**src/rtl/core/atbb_pkg.sv**
```systemverilog
`timescale 1ns / 1ps
// ----------------------------------------------------------------------------
// atbb_pkg
// Shared types and codes for the affine transform / bounding box block.
// ----------------------------------------------------------------------------
package atbb_pkg;

    // configuration register indexes
    localparam int NUM_CFG   = 6;
    localparam int CFG_IDX_W = 3;
    localparam int CFG_W     = 64;
    localparam int FIELD_W   = 32;

    typedef enum logic [CFG_IDX_W-1:0] {
        CFG_ROW0_XY = 3'd0,
        CFG_ROW0_ZT = 3'd1,
        CFG_ROW1_XY = 3'd2,
        CFG_ROW1_ZT = 3'd3,
        CFG_ROW2_XY = 3'd4,
        CFG_ROW2_ZT = 3'd5
    } cfg_index_t;

    // one incoming vertex word
    typedef struct packed {
        logic signed [FIELD_W-1:0] pos_x;
        logic signed [FIELD_W-1:0] pos_y;
        logic signed [FIELD_W-1:0] pos_z;
        logic                      final_vertex;
    } vtx_word_t;

    // one result word
    typedef struct packed {
        logic signed [FIELD_W-1:0] world_x;
        logic signed [FIELD_W-1:0] world_y;
        logic signed [FIELD_W-1:0] world_z;
        logic signed [FIELD_W-1:0] box_min_x;
        logic signed [FIELD_W-1:0] box_min_y;
        logic signed [FIELD_W-1:0] box_min_z;
        logic signed [FIELD_W-1:0] box_max_x;
        logic signed [FIELD_W-1:0] box_max_y;
        logic signed [FIELD_W-1:0] box_max_z;
        logic                      bounds_valid;
    } res_word_t;

    // per-stage load strobes from the pipeline control
    typedef struct packed {
        logic ld2;   // product stage
        logic ld3;   // sum stage
        logic ld4;   // round / translate / saturate stage
        logic ld5;   // bounds and result stage
    } pipe_ctrl_t;

endpackage

```
**src/rtl/core/atbb_bounds.sv**
```systemverilog
`timescale 1ns / 1ps
// ----------------------------------------------------------------------------
// atbb_bounds
// Running per-axis minimum and maximum, and the result register.
// ----------------------------------------------------------------------------
module atbb_bounds #(
    parameter int CW = 32
) (
    input  logic                 clk,
    input  logic                 rst_n,
    input  atbb_pkg::pipe_ctrl_t ctrl,
    input  logic                 last,
    input  logic signed [CW-1:0] wx,
    input  logic signed [CW-1:0] wy,
    input  logic signed [CW-1:0] wz,
    output atbb_pkg::res_word_t  res
);
    import atbb_pkg::*;

    localparam logic signed [CW-1:0] POS_MAX = {1'b0, {(CW-1){1'b1}}};
    localparam logic signed [CW-1:0] NEG_MIN = {1'b1, {(CW-1){1'b0}}};

    logic signed [CW-1:0] min_x_reg, min_y_reg, min_z_reg;
    logic signed [CW-1:0] max_x_reg, max_y_reg, max_z_reg;
    logic signed [CW-1:0] min_x_next, min_y_next, min_z_next;
    logic signed [CW-1:0] max_x_next, max_y_next, max_z_next;
    res_word_t            res_reg, res_next;

    // extremes including the current vertex
    assign min_x_next = (wx < min_x_reg) ? wx : min_x_reg;
    assign min_y_next = (wy < min_y_reg) ? wy : min_y_reg;
    assign min_z_next = (wz < min_z_reg) ? wz : min_z_reg;
    assign max_x_next = (wx > max_x_reg) ? wx : max_x_reg;
    assign max_y_next = (wy > max_y_reg) ? wy : max_y_reg;
    assign max_z_next = (wz > max_z_reg) ? wz : max_z_reg;

    always_comb
    begin
        res_next         = '0;
        res_next.world_x = FIELD_W'(wx);
        res_next.world_y = FIELD_W'(wy);
        res_next.world_z = FIELD_W'(wz);
        if (last)
        begin
            res_next.box_min_x    = FIELD_W'(min_x_next);
            res_next.box_min_y    = FIELD_W'(min_y_next);
            res_next.box_min_z    = FIELD_W'(min_z_next);
            res_next.box_max_x    = FIELD_W'(max_x_next);
            res_next.box_max_y    = FIELD_W'(max_y_next);
            res_next.box_max_z    = FIELD_W'(max_z_next);
            res_next.bounds_valid = 1'b1;
        end
    end

    always_ff @(posedge clk or negedge rst_n)
    begin
        if (!rst_n)
        begin
            min_x_reg <= POS_MAX;
            min_y_reg <= POS_MAX;
            min_z_reg <= POS_MAX;
            max_x_reg <= NEG_MIN;
            max_y_reg <= NEG_MIN;
            max_z_reg <= NEG_MIN;
        end
        else if (ctrl.ld5)
        begin
            if (last)
            begin
                min_x_reg <= POS_MAX;
                min_y_reg <= POS_MAX;
                min_z_reg <= POS_MAX;
                max_x_reg <= NEG_MIN;
                max_y_reg <= NEG_MIN;
                max_z_reg <= NEG_MIN;
            end
            else
            begin
                min_x_reg <= min_x_next;
                min_y_reg <= min_y_next;
                min_z_reg <= min_z_next;
                max_x_reg <= max_x_next;
                max_y_reg <= max_y_next;
                max_z_reg <= max_z_next;
            end
        end
    end

    always_ff @(posedge clk)
    begin
        if (ctrl.ld5)
        begin
            res_reg <= res_next;
        end
    end

    assign res = res_reg;

endmodule

```
**config.mk**
```make
export PLATFORM = sky130hd
export DESIGN_NAME = atbb_bounds
export DESIGN_NICKNAME = d
export VERILOG_FILES = /design/src/rtl/core/atbb_pkg.sv /design/src/rtl/core/atbb_bounds.sv
export SDC_FILE = /design/constraint.sdc
export NUM_CORES = 1
export LEC_CHECK = 0
export ABC_AREA = 1
export BUFFER_PORTS_ARGS = -buffer_cell sky130_fd_sc_hd__buf_2
export CAP_MARGIN = 20
export CORE_MARGIN = 4
export CORE_UTILIZATION = 30
export DETAILED_ROUTE_END_ITERATION = 12
export PLACE_DENSITY = 0.46
export REMOVE_ABC_BUFFERS = 1
export SETUP_SLACK_MARGIN = 0.02
export SYNTH_ARGS = -nofsm -noshare
export SYNTH_HDL_FRONTEND = slang
export SYNTH_SLANG_ARGS = --single-unit
```
**constraint.sdc**
```tcl
create_clock -name clk -period 2.7 [get_ports clk]
set_input_delay 0.54 -clock clk [delete_from_list [all_inputs] [get_ports clk]]
set_output_delay 0.54 -clock clk [all_outputs]
set_load 0.05 [all_outputs]
```
==> reports/results.tsv <==
metric	value	unit
result of the run	finished clean	
CTS buffer count	58	
worst-path cell chain	inv_1, ha_1, nand2_1, o21ai_1, nor2_2, a21oi_2, nor2_4, nand3_4, buf_12, buf_4, nand3_1, a21oi_1	
RSZ-0062 raised after global routing	yes	
total routed wirelength	82500	um
H-Tree Depth	2	
CTS tree	built	
clock root buffer	sky130_fd_sc_hd__clkbuf_16	
Final GP Congestion	0.808	
path type of the worst min-delay path	input pin to flop	
post-DP HPWL	55300	um
share of the synthesized area in the top cell type	33.5	%
number of remaining DRC errors	0	
vias per cell	4.66	
leakage power total	0.0163	uW
Hold Fails Final Rpt	0	
# clock sinks	481	
path type of the worst setup path	flop to flop	
count of TritonRoute iterations in the first routing pass	6	
DP Cell Count	4382	
arrival time of data at the critical path endpoint	2920	ps
Iter 0 DRT Violations	1216	
first-pass GRT wire length	125000	um
Async S/R FF share, synth	39.9	%
final setup vio count	0	
required time of the worst setup path	3060	ps
PD cells	1140	nW/um2
area of the mapped netlist	25900	um2
transition time at the pin with the least slew margin	919	ps
Worst VDD drop	0.827	mV
fmax	390	MHz
worst-case clock skew	27.2	ps
placement row count	107	
slowest CP cell	sky130_fd_sc_hd__dfstp_2	
max FFs per register	289	
share of cells above drive strength 1	28.5	%
clock tree buffer depth	3	
cell family with the largest share of critical-path delay	simple AND/OR/NAND/NOR gates	
Setup crit end kind	flop	
number of instances in the synthesized netlist	2795	
post-synthesis cell type with the largest combined area	sky130_fd_sc_hd__edfxtp_1	
initial antenna violation count	2	
via count of the first global-routing pass	20700	
top post-synthesis cells by area	sky130_fd_sc_hd__edfxtp_1 (33%), sky130_fd_sc_hd__dfstp_2 (9.7%), sky130_fd_sc_hd__dfrtp_1 (9.3%)	
routed length per instance	18.3	um
FF+latch count, synth	481	
overall power consumption	38000	uW
sequential area share after synthesis	52.5	%
worst-case setup margin in the final layout	137	ps
number of enable-type register cells in the synthesized netlist	289	
total via count after detailed routing	21000	
number of top-level pins	392	
post-synthesis area per instance	9.28	um2
Initial Util	30.4	%
Die W	302	um
pre-CTS WS	-127	ps
post-synthesis to final-layout area growth	28.3	%
pin count of the biggest net entering global routing	142	
number of nets with antenna violations after routing	0	
sort of element at the start of the critical path	flop	
number of distinct standard cells referenced by the synthesized netlist	29	
final worst hold slack	140	ps
Max Transition Viols Final	0	
Total GRT Usage	17.5	%
Total Nets Final	3606	
core region area	85400	um2
Ys Warns	0	
clock period minus final worst setup slack	2560	ps
largest stage delay on the critical path	530	ps
die area	91200	um2
die span in y	302	um
commonest cells in the netlist	sky130_fd_sc_hd__nand2_1 (506), sky130_fd_sc_hd__inv_1 (423), sky130_fd_sc_hd__nand3_1 (399)	
overall overflow remaining after global route	0	
worst-case register-to-register setup slack	140	ps
number of port buffers	388	
ys flop type	sky130_fd_sc_hd__edfxtp_1	
Post-Route Setup TNS	0	ps
number of buffer and inverter instances along the worst setup path	3	
post-route clock period utilization	94.9	%
relative slew slack	38.7	%
count of placed standard cells in the final layout, fillers left out	4510	
most frequent cell after synthesis	sky130_fd_sc_hd__nand2_1	
maximum fanout along the worst path	6	
clock latency of the later-clocked register in the worst-skew pair	620	ps
clock transition at the registers of the reported paths	60	ps
Maximum Capacitance Violations	0	
-- power by group --
part           switching (uW)  total (uW)  internal, uW
combinational           12700       18900          6260
clock                    3320        8120          4790
sequential                613       11000         10400
-- worst register-to-register path: cells and delay by family (launching register included) --
| family | cells | cell delay (ps) |
|---|---|---|
| AO/OA/AOI/OAI | 3 | 270 |
| AND/OR/NAND/NOR | 5 | 840 |
| flip-flops | 1 | 530 |
| buffers and inverters | 3 | 380 |
| adder cells (fa/ha/maj) | 1 | 280 |
-- what timing repair did --
action                     in CTS  in global routing
setup buffers                   0                  4
hold buffers                    1                  0
cloned                          0                 11
hold endpoints to repair       14                  0
setup endpoints to repair       2                197
pin swaps                       0                 32
resized for setup               2                104
-- final timing paths --
check,start,end,depth (start not counted)
min in group asynchronous,rst_n,max_z_reg[4],2
min,wz[0],res[193],1
min reg2reg,max_x_reg[13],max_x_reg[13],2
max reg2reg,min_z_reg[23],res[107],12
max,min_z_reg[23],res[107],12
max in group asynchronous,rst_n,min_y_reg[24],3
-- logic make-up (layout without fill, tap and decap cells) --
family | Yosys count | in the layout | synth area share (%)
flip-flops | 481 | 481 | 52.5
AO/OA/AOI/OAI | 309 | 309 | 6.08
buffers and inverters | 562 | 1131 | 8.84
adder cells (fa/ha/maj) | 189 | 189 | 9.12
AND/OR/NAND/NOR | 1254 | 1254 | 23.5
other | 0 | 2 | 0
-- per-stage QoR --
stage          area [um2]  util, %
2_1_floorplan       25200        -
3_3_place_gp        30500     35.8
3_5_place_dp        30500     35.8
4_1_cts             32500     38.1
5_1_grt             33300     39.0
6_report            33300     39.0
-- final cells by class --
type	count	area (um2)
multi-input combinational	1752	10500
sequential	481	13600
antenna	2	5.00
clock inverter	43	450
fill	8713	52100
clock buffer	67	1520
inverter	427	1610
timing repair buffer	594	4190
tap	1144	1430
-- layout by cell type (no fill, tap or decap), types with 3 or more instances in the layout --
master / instances
sky130_fd_sc_hd__nand2_1: 488
sky130_fd_sc_hd__buf_6: 8
sky130_fd_sc_hd__buf_8: 3
sky130_fd_sc_hd__nand4_1: 114
sky130_fd_sc_hd__nand2_4: 64
sky130_fd_sc_hd__dfrtp_1: 96
sky130_fd_sc_hd__or2_2: 3
sky130_fd_sc_hd__clkinv_2: 11
sky130_fd_sc_hd__nor2_2: 24
sky130_fd_sc_hd__ha_4: 7
sky130_fd_sc_hd__ha_1: 182
sky130_fd_sc_hd__dfstp_2: 96
sky130_fd_sc_hd__nand3b_1: 3
sky130_fd_sc_hd__inv_1: 419
sky130_fd_sc_hd__nor3_1: 4
sky130_fd_sc_hd__nor2_1: 125
sky130_fd_sc_hd__a21o_1: 4
sky130_fd_sc_hd__nand2_2: 15
sky130_fd_sc_hd__o21ai_1: 95
sky130_fd_sc_hd__clkbuf_1: 7
sky130_fd_sc_hd__nand3_1: 385
sky130_fd_sc_hd__clkinv_1: 11
sky130_fd_sc_hd__o21a_1: 7
sky130_fd_sc_hd__clkbuf_16: 69
sky130_fd_sc_hd__nand2_8: 3
sky130_fd_sc_hd__clkinvlp_4: 9
sky130_fd_sc_hd__buf_2: 386
sky130_fd_sc_hd__edfxtp_1: 289
sky130_fd_sc_hd__nand3_4: 5
sky130_fd_sc_hd__inv_2: 6
sky130_fd_sc_hd__a21oi_2: 28
sky130_fd_sc_hd__buf_4: 148
sky130_fd_sc_hd__inv_6: 3
sky130_fd_sc_hd__a21oi_1: 153
sky130_fd_sc_hd__buf_12: 37
sky130_fd_sc_hd__bufinv_16: 8
sky130_fd_sc_hd__nand3_2: 15
sky130_fd_sc_hd__o21ai_0: 20
-- per-layer routing --
layer / vias up / routed length (um) / share of wire [%] / global-route usage [%]
li1: 10500 / - / - / -
met1: 9986 / 37100 / 45 / 23.6
met2: 474 / 38700 / 47 / 28.9
met3: 107 / 4630 / 5.6 / 3.03
met4: 0 / 2160 / 2.6 / 4.90
met5: - / 0 / 0 / 0
No activity file was read; power rests on OpenSTA's default activity.
